## src/rtl/core/tat_pkg.sv

```systemverilog
// Package for the thermistor ADC to temperature converter.
// Holds shared widths, register indexes, reset values and the config and item types.
// No dependencies.
`default_nettype none
package tat_pkg;

  localparam int ADC_BITS_DEF = 16;
  localparam int CODE_W       = 16;
  localparam int TEMP_W       = 16;
  localparam int CFG_W        = 20;
  localparam int CFG_IDX_W    = 3;
  localparam int DIVN_W       = 56;

  localparam logic [CFG_IDX_W-1:0] REG_ADC_GAIN   = 3'd0;
  localparam logic [CFG_IDX_W-1:0] REG_REF_RATIO  = 3'd1;
  localparam logic [CFG_IDX_W-1:0] REG_SERIES_RES = 3'd2;
  localparam logic [CFG_IDX_W-1:0] REG_BETA       = 3'd3;
  localparam logic [CFG_IDX_W-1:0] REG_NOM_TEMP   = 3'd4;
  localparam logic [CFG_IDX_W-1:0] REG_KOFFSET    = 3'd5;

  localparam logic [7:0]  GAIN_RST    = 8'd1;
  localparam logic [16:0] RATIO_RST   = 17'd32768;
  localparam logic [19:0] SRES_RST    = 20'd10000;
  localparam logic [15:0] BETA_RST    = 16'd3950;
  localparam logic [15:0] T0_RST      = 16'd29815;
  localparam logic [15:0] KOFF_RST    = 16'd27315;

  localparam logic [29:0] LN2_Q30     = 30'd744261118;

  typedef struct packed {
    logic [7:0]  gain;
    logic [16:0] ratio;
    logic [19:0] sres;
    logic [15:0] beta;
    logic [15:0] t0;
    logic [15:0] koff;
  } cfg_t;

  typedef struct packed {
    logic [CODE_W-1:0] code;
    logic              ok;
  } item_t;

  typedef struct packed {
    logic              busy;
    logic [TEMP_W-1:0] last_temp;
  } stat_t;

endpackage
`default_nettype wire

```

## src/rtl/core/tat_if.sv

```systemverilog
// Stream interfaces for the converter: raw ADC codes in, temperatures out.
// Depends on tat_pkg.
`default_nettype none
interface tat_adc_if;
  logic                       valid;
  logic                       ready;
  logic [tat_pkg::CODE_W-1:0] adc_code;
  modport source (output valid, adc_code, input ready);
  modport sink (input valid, adc_code, output ready);
endinterface

`default_nettype wire

```

## src/rtl/core/tat_front.sv

```systemverilog
// Front end: accepts ADC codes, flags rejected ones, queues up to two items.
// Depends on tat_pkg and tat_if.
`default_nettype none
module tat_front #(
  parameter int ADC_BITS = tat_pkg::ADC_BITS_DEF
) (
  input  wire logic           clk,
  input  wire logic           rst,
  input  wire tat_pkg::cfg_t  cfg,
  tat_adc_if.sink             adc_in,
  output logic                item_valid,
  input  wire logic           item_ready,
  output tat_pkg::item_t      item
);
  localparam logic [24:0] FULL = 25'((64'd1 << ADC_BITS) - 64'd1);

  tat_pkg::item_t q [2];
  logic           wp, rp;
  logic [1:0]     cnt;
  logic           push, pop;
  tat_pkg::item_t incoming;

  always_comb begin
    incoming.code = adc_in.adc_code;
    incoming.ok   = (adc_in.adc_code != '0) && ({9'b0, adc_in.adc_code} < FULL) &&
                    (cfg.sres != '0) && (cfg.t0 != '0);
  end

  assign adc_in.ready = (cnt != 2'd2);
  assign push         = adc_in.valid && adc_in.ready;
  assign item_valid   = (cnt != 2'd0);
  assign pop          = item_valid && item_ready;
  assign item         = q[rp];

  always_ff @(posedge clk) begin
    if (push) begin
      q[wp] <= incoming;
    end
  end

  always_ff @(posedge clk) begin
    if (rst) begin
      wp  <= 1'b0;
      rp  <= 1'b0;
      cnt <= 2'd0;
    end else begin
      if (push) wp <= ~wp;
      if (pop) rp <= ~rp;
      cnt <= cnt + 2'(push) - 2'(pop);
    end
  end
endmodule
`default_nettype wire

```

## src/flat_wrapper.sv

```systemverilog
// flat-port wrapper written by rule: the top's interface ports become plain ports
module tat_front_flat 
#(
  parameter int ADC_BITS = tat_pkg::ADC_BITS_DEF
)
  (clk, rst, cfg, item_valid, item_ready, item, adc_in_valid, adc_in_adc_code, adc_in_ready);
  tat_adc_if adc_in_i ();
  input  wire logic clk;
  input  wire logic rst;
  input  wire tat_pkg::cfg_t cfg;
  output logic item_valid;
  input  wire logic item_ready;
  output tat_pkg::item_t item;
  input wire logic [$bits(adc_in_i.valid)-1:0] adc_in_valid;
  input wire logic [$bits(adc_in_i.adc_code)-1:0] adc_in_adc_code;
  output wire logic [$bits(adc_in_i.ready)-1:0] adc_in_ready;
  assign adc_in_i.valid = adc_in_valid;
  assign adc_in_i.adc_code = adc_in_adc_code;
  assign adc_in_ready = adc_in_i.ready;
  tat_front #(.ADC_BITS(ADC_BITS)) u_core (.clk(clk), .rst(rst), .cfg(cfg), .adc_in(adc_in_i), .item_valid(item_valid), .item_ready(item_ready), .item(item));
endmodule
```

## config.mk

```make
export PLATFORM = sky130hd
export DESIGN_NAME = tat_front_flat
export DESIGN_NICKNAME = d
export VERILOG_FILES = /design/src/rtl/core/tat_pkg.sv /design/src/rtl/core/tat_if.sv /design/src/rtl/core/tat_front.sv /design/src/flat_wrapper.sv
export SDC_FILE = /design/constraint.sdc
export NUM_CORES = 1
export LEC_CHECK = 0
export ABC_CLOCK_PERIOD_IN_PS = 4400
export BUFFER_PORTS_ARGS = -buffer_cell sky130_fd_sc_hd__buf_4
export CORE_MARGIN = 2
export CORE_UTILIZATION = 41
export CTS_CLUSTER_DIAMETER = 80
export DETAILED_ROUTE_END_ITERATION = 6
export PLACE_DENSITY = 0.9
export SLEW_MARGIN = 20
export SYNTH_ARGS = -nofsm -noshare
export SYNTH_HDL_FRONTEND = slang
export SYNTH_SLANG_ARGS = --single-unit
```

## constraint.sdc

```tcl
create_clock -name clk -period 4.4 [get_ports clk]
set_clock_uncertainty 0.15 [all_clocks]
set_input_delay 0.66 -clock clk [delete_from_list [all_inputs] [get_ports clk]]
set_output_delay 0.66 -clock clk [all_outputs]
set_load 0.05 [all_outputs]
```

**Word-level counts from Yosys, hierarchy flattened**

Memories as Yosys holds them, arrays and structs flattened. A register that Yosys moved wholly into a read port is not among the register bits.
Index checks and enable logic that the tools add are counted.

- Bitwise operators: 2
- Equality and inequality tests: 1
- Muxes and demuxes: 4
- Order comparisons: 1
- Add/subtract/negate cells: 2
- Reductions and logical operators: 9

Operator list:

| cell | number |
|---|---|
| $reduce_bool 16->1 | 2 |
| $reduce_bool 20->1 | 1 |
| $lt 16x16->1 const B | 1 |
| $logic_and 1x1->1 | 5 |
| $mux 1 | 4 |
| $add 2x1->2 | 1 |
| $ne 2x2->1 const B | 1 |
| $not 1->1 | 2 |
| $reduce_bool 2->1 | 1 |
| $sub 2x1->2 | 1 |

- Bits in writable memories: 34
- Output and inout bits: 19
- Input port bits: 113
- Word-level logic and storage cells: 23
- Memories: 1
- Flip-flop bits (word level): 4

Memory list:

| name | words | bits a word | read ports | clocked after Yosys merged registers in | write ports | line | text |
|---|---|---|---|---|---|---|---|
| u_core.q | 2 | 17 | 1 | 1 | 1 | tat_front.sv:17 | `tat_pkg::item_t q [2];` |

**Longest topological paths before layout**

Gate-level depths: netlist (run 1).

- Depth after elaboration: 4
- Mapped depth: 8
- Mapped depth without buffers: 8

**Least setup slack after synthesis (run 1)**

Ideal clock, no wire load.

- Path kind: reg2reg
- Start point: reg u_core.cnt[0]
- End point: mem u_core.q[0][0] in the netlist's numbering (enable)
- Data arrival time: 1.747 ns
- Period minus slack after synthesis: 2.288 ns
- Setup time: 0.391 ns
- Slack: 2.112 ns
- Cell stages (with the launch flop): 4
- Required time: 3.859 ns
- Buffers on the path: 0
- Cell sequence: dfxtp_1 > nand2b_1 > nand2_1 > nor2_1

- Longest elaborated chain between the ends: 4

Ends and longest elaborated chain:

| element | line | text |
|---|---|---|
| start, declared | tat_front.sv:19 | `logic [1:0] cnt;` |
| start signal, assigned | tat_front.sv:49 | `cnt <= cnt + 2'(push) - 2'(pop);` |
| $ne 2x2->1 | tat_front.sv:29 | `assign adc_in.ready = (cnt != 2'd2);` |
| net adc_in_ready | flat_wrapper.sv:16 | `output wire logic [$bits(adc_in_i.ready)-1:0] adc_in_ready;` |
| $logic_and 1x1->1 | tat_front.sv:30 | `assign push = adc_in.valid && adc_in.ready;` |
| $mux 1 | tat_front.sv:36 | `if (push) begin` |
| $mux 1 (implied by the code) | tat_front.sv:37 | `q[wp] <= incoming;` |
| end, declared | tat_front.sv:17 |  |

The timed path passes the listed nets, and every way through them passes these cells.

==> results of run 1 <==
[per-layer routing]
layer / part of all wire [%] / track usage [%] / wire, um
met5: 0 / 0 / 0
met4: 1.2 / 6.12 / 41
met3: 11 / 6.42 / 370
met2: 53 / 32.4 / 1780
met1: 35 / 16.5 / 1180
[worst paths after layout]
kind	from	to	slack, ps	depth (start not counted)
worst max-delay path	flip-flop	item[4]	1860	2
worst min-delay path	u_core.wp	u_core.wp	400	2
worst max register to register	u_core.cnt[1]	u_core.cnt[1]	2550	8
worst min register to register	u_core.wp	u_core.wp	400	2
[cells by family (layout without fill, tap and decap cells)]
logic type	count (synthesis)	in the layout
mux	17	17
buf+inv	5	86
flops	39	39
simple gates	34	34
xor+xnor	4	4
fa+ha+maj	2	2
compound gates	1	1
[synth_stat cells, types with 2 or more instances]
cell type	n
edfxtp_1	34
nor2_1	6
inv_1	2
dfxtp_1	5
nor4_1	14
xor2_1	2
ha_1	2
nand4_1	6
mux2_1	17
nand2_1	2
[power groups by stage]
stage | combinational, uW | clock [uW] | sequential (uW)
floorplan | 376 | 0 | 497
global placement | 508 | 0 | 522
detailed placement | 513 | 0 | 526
CTS | 515 | 231 | 519
global route | 540 | 248 | 524
finish | 510 | 225 | 516
[registers in the layout (all words and copies together) (netlist names), named ones only]
| register | count |
|---|---|
| u_core.q | 34 |
| u_core.cnt | 2 |
| u_core.rp | 1 |
| u_core.wp | 1 |
[stage by stage]
step | worst slack [ps] | util (%)
3_5_place_dp | 2130 | 59.6
6_report | 1860 | 61.8
2_1_floorplan | 2110 | -
3_3_place_gp | 2160 | 59.6
5_1_grt | 1760 | 61.8
4_1_cts | 1800 | 61.8
[final cells by class]
type / instances / area share (%)
repair buffers: 75 / 24.5
well taps: 48 / 2.61
inverters: 3 / 0.490
clock inverters: 1 / 0.218
clock buffers: 7 / 3.32
flip-flops and latches: 39 / 48.8
multi-input cells: 58 / 20.0
[worst max-delay path, delay by kind of cell (launching register included)]
kind,cells,cell delay (ps)
flops,1,830
mux,1,410
buf+inv,1,200
==> results.md, run 1 <==
- Status: complete, no violations
- EDFF count, synth: 34
- Mapped Nets: 217
- Post-DP Area: 2220 um^2
- Psw: 479 uW
- Cts repair resizes: 0
- Pwr/cell area: 545 nW/um^2
- Mapped Avg Cell Area: 15.8 um^2
- Setup crit end kind: output pin
- Finished Cell Area: 2300 um^2
- Post-DP HPWL: 2580 um
- Initial drt markers: 43
- Synth warnings: 0
- Via count: 1169
- Vias per std cell: 5.06
- Setup CP Type: reg2out
- Largest net degree at the start of global routing: 18
- Residual DRC count: 0
- CP Max Fanout: 17
- FF+latch area: 1120 um^2
- Peak VDD IR: 0.267 mV
- Clock latency on the worst-skew pair: 290 ps
- Commonest non-fill, non-tap cells in the layout: buf_4 (75), edfxtp_1 (34), mux2_1 (17), nor4_1 (14)
- Area share of and/or/nand/nor cells after synthesis: 12.1%
- GR Util All Layers: 17.0%
- Design Power: 1250 uW
- Asr flop ratio synth: 0%
- Leak: 0.000909 uW
- Clock Pin Slew Worst Setup and Hold Paths: 70 ps
- Class of the worst hold path: reg2reg
- Vias in the first global route: 1243
- Clock sink count: 39
- Adder-cell share of the synthesized area: 1.56%
- TritonRoute pass-1 iters: 4
- Fin. Hold Viols: 0
- Dominant cells by area after synthesis: edfxtp_1 (63%), mux2_1 (12%), dfxtp_1 (6.2%)
- Port buffer count: 74
- Top-Level Pins: 132
- Gate Count Post-Synth: 102
- Synthesized area: 1610 um^2
- Dpl cells: 223
- Multiplexer share of the synthesized area: 11.9%
- Die height: 66.6 um
- Slowest-stage cell, CP: dfxtp_1
- CTS Buf Count: 5
- Combinational share of power: 40.8%
- Drt wl/cell: 14.6 um
- Fmax: 394 MHz
- Most common cell after layout, fill and taps aside: buf_4
- Startpoint types: flip-flop
- Chain of cells forming the critical path: mux2_1 > buf_4
- RSZ-0062 raised after global routing: no
- Initial Util: 43.3%
- Largest family of logic cells by synthesized area: simple AND/OR/NAND/NOR gates
- Worst endpoint required time: 3590 ps
- Min Tclk post-route: 2540 ps
- DIE AREA: 4440 um^2
- Sequential share of power: 41.3%
- Gpl congestion: 0.758
- Final net count: 297
- Fillers: 316
- Setup violators final: 0
- CTS Root Cell: clkbuf_8
- Core Area: 3720 um^2
- CTS tree: done
- Clock buffer depth: 2
- Post-route setup TNS: 0 ps
- Share of layout cells above drive strength 1: 45.9%
- Int Pwr: 772 uW
- Area of the multi-input gates: 460 um^2
- Final wirelength: 3370 um
- Min Hold Slack: 396 ps
- Post-CTS Setup Inserts: 0
- Max Slew Vio Count: 0
- Slowest stage delay, CP: 830 ps
- Seq/Total Area, Yosys: 69.7%
- Detail Route Antenna Nets: 0
- Synthesis-stage register bit count: 39
- Hold buffers post-CTS: 0
- Relative slew slack: 46.9%
- Switching share of total power: 38.3%
- Critical path arrival: 1730 ps
- Worst-margin pin slew: 797 ps
- Leading area contributor after synthesis: edfxtp_1
- CTS H-tree depth: 2
- Synth cell types: 22
- Synth Area in XOR/XNOR: 2.64%
- Die width: 66.6 um
- Crit share post-route: 57.7%
- GRT overflow: 0
- Initial antenna violation count: 0
- Clock share of power: 18.0%
- Top-area cell type share of the netlist area: 63.5%
- Row cnt: 22
- Global-route wire length before repair: 5320 um
- Synth Area in Compound Gates: 0.467%
- Syn-to-layout area delta: 42.8%
- Top_reg_cell synth: edfxtp_1
- # diodes: 0
- Layout Cells excl Fill: 231
- Max Cap Viol: 0
Power figures use the tool's default switching activity.
==> run 2: changes to the inputs <==
- ABC_CLOCK_PERIOD_IN_PS: 4400 -> 2600
- CORE_UTILIZATION: 41 -> 38
- PLACE_DENSITY: 0.9 -> 0.85
- clock period: 4.4 -> 2.6 ns (I/O delays scaled with it)
==> run 2 against run 1 <==
Via count fell by 1.9%. Clock-buffer cell count fell by 2. Global-route usage fell by 2.9 points. Hold slack got worse by 250 ps. Final cell count rose by 1.7%. Die area rose by 7.4%. Register-to-register slack got worse by 1800 ps. Worst setup slack got worse by 1200 ps. Clock power rose by 120%. Power rose by 79%. Sequential share of layout area fell by 1.0 points. Combinational power rose by 79%. Critical path type unchanged. Largest power group is now combinational logic.
==> results.md, run 2 (synthesized netlist as in run 1, its figures left out) <==
- TritonRoute pass-1 iters: 4
- Initial antenna violation count: 0
- Max Slew Vio Count: 0
- Worst Reg-to-Reg Cells: 8
- Switching share of total power: 36.8%
- Class of the worst hold path: in2reg
- Relative slew slack: 78.4%
- Post-DP HPWL: 2470 um
- Sequential share of power: 37.4%
- Slowest stage delay, CP: 370 ps
- Number of flip-flops in the largest register: 34
- Combinational share of power: 40.7%
- Vias per std cell: 4.88
- WP buf/inv: 2
- Initial Util: 39.9%
- Clock latency on the worst-skew pair: 280 ps
- Share of layout cells above drive strength 1: 47.6%
- Residual DRC count: 0
- CTS tree: done
- CTS Buf Count: 5
- GR Util All Layers: 14.1%
- Clock share of power: 21.9%
- Top-Level Pins: 132
- Post-route setup TNS: 0 ps
- Die height: 69.1 um
- Dpl ws: 740 ps
- CP Max Fanout: 17
- Setup violators final: 0
- Most common cell after layout, fill and taps aside: buf_4
- Int Pwr: 1410 uW
- Peak VDD IR: 0.635 mV
- Row cnt: 23
- Setup CP Type: reg2out
- Clock sink count: 39
- Core Util, Final: 58.2%
- CTS H-tree depth: 2
- Final net count: 299
- Largest Register: u_core.q
- Slowest-stage cell, CP: mux2_1
- Crit share post-route: 75.5%
- Die width: 69.1 um
- DIE AREA: 4770 um^2
- Cts repair resizes: 0
- Fmax: 509 MHz
- Worst-margin pin slew: 321 ps
- Hold buffers post-CTS: 0
- Setup crit end kind: output pin
- Final wirelength: 3220 um
- Min Tclk post-route: 1960 ps
- Worst endpoint required time: 2060 ps
- Fillers: 338
- Reg2reg start: u_core.cnt[1]
- Global-route wire length before repair: 5220 um
- FF-to-FF End: u_core.cnt[1]
- RSZ-0062 raised after global routing: no
- # diodes: 0
- Vias in the first global route: 1156
- Design Power: 2240 uW
- Fin. Hold Viols: 0
- Startpoint types: flip-flop
- Reg2reg setup slack: 740 ps
- Initial drt markers: 76
- GRT overflow: 0
- Leak: 0.000936 uW
- Critical path arrival: 1420 ps
- Clock Pin Slew Worst Setup and Hold Paths: 70 ps
- Max Cap Viol: 0
- Syn-to-layout area delta: 45.8%
- Final Worst Setup Slack: 636 ps
- Drt wl/cell: 13.7 um
- Hold EP: u_core.cnt[1]
- Post-CTS Setup Inserts: 0
- Psw: 823 uW
- Chain of cells forming the critical path: buf_4 > mux2_1 > buf_4
- Core Area: 4030 um^2
- Top delay family on crit path: buffers and inverters
- Largest net degree at the start of global routing: 18
- Hold path depth: 2
- CTS Root Cell: clkbuf_8
- Commonest non-fill, non-tap cells in the layout: buf_4 (77), edfxtp_1 (34), mux2_1 (17), nor4_1 (14)
- Via count: 1147
- Min-delay src: rst
- Clock buffer depth: 2
- Gpl congestion: 0.692
- Detail Route Antenna Nets: 0
- Pwr/cell area: 953 nW/um^2
- Status: complete, no violations
- Biggest regs: u_core.q (34), u_core.cnt (2)
- Port buffer count: 74
- Cell repeated most along the worst path: buf_4
==> run 2: how the worst max path moves through the flow <==
stage / from / to / depth (start not counted)
finish: flip-flop / item[7] / 3
global placement: u_core.cnt[1] / u_core.cnt[1] / 8
floorplan: u_core.cnt[0] / u_core.q[0][0] / 3
global route: flip-flop / item[8] / 3
CTS: flip-flop / item[7] / 3
detailed placement: u_core.cnt[1] / u_core.cnt[1] / 8
==> run 2: per-stage QoR <==
stage,std cells,hold slack [ps],instance area [um^2]
after detailed placement,227,390,2230
after CTS,235,136,2350
after global placement,227,362,2230
final,235,144,2350
after floorplan,102,312,1610
after global routing,235,132,2350
==> run 2: power by group through the flow <==
stage | registers (uW) | clock network, uW | logic [uW]
detailed placement | 850 | 0 | 919
global placement | 843 | 0 | 910
floorplan | 840 | 0 | 636
global route | 844 | 534 | 970
finish | 835 | 490 | 911
CTS | 837 | 505 | 922
==> run 2: layout make-up <==
| class | instances | area, um^2 | area share [%] |
|---|---|---|---|
| repair buffers | 77 | 578 | 24.6 |
| clock buffers | 5 | 68.8 | 2.93 |
| flip-flops and latches | 39 | 1120 | 47.8 |
| clock inverters | 3 | 43.8 | 1.87 |
| inverters | 3 | 11.3 | 0.480 |
| well taps | 50 | 62.6 | 2.67 |
| multi-input cells | 58 | 460 | 19.6 |
==> run 2: per-layer routing <==
layer	global-route usage [%]	part of all wire, %
met5	0	0
met4	3.92	0.37
met3	5.85	9.1
met2	23.1	50
met1	17.1	40
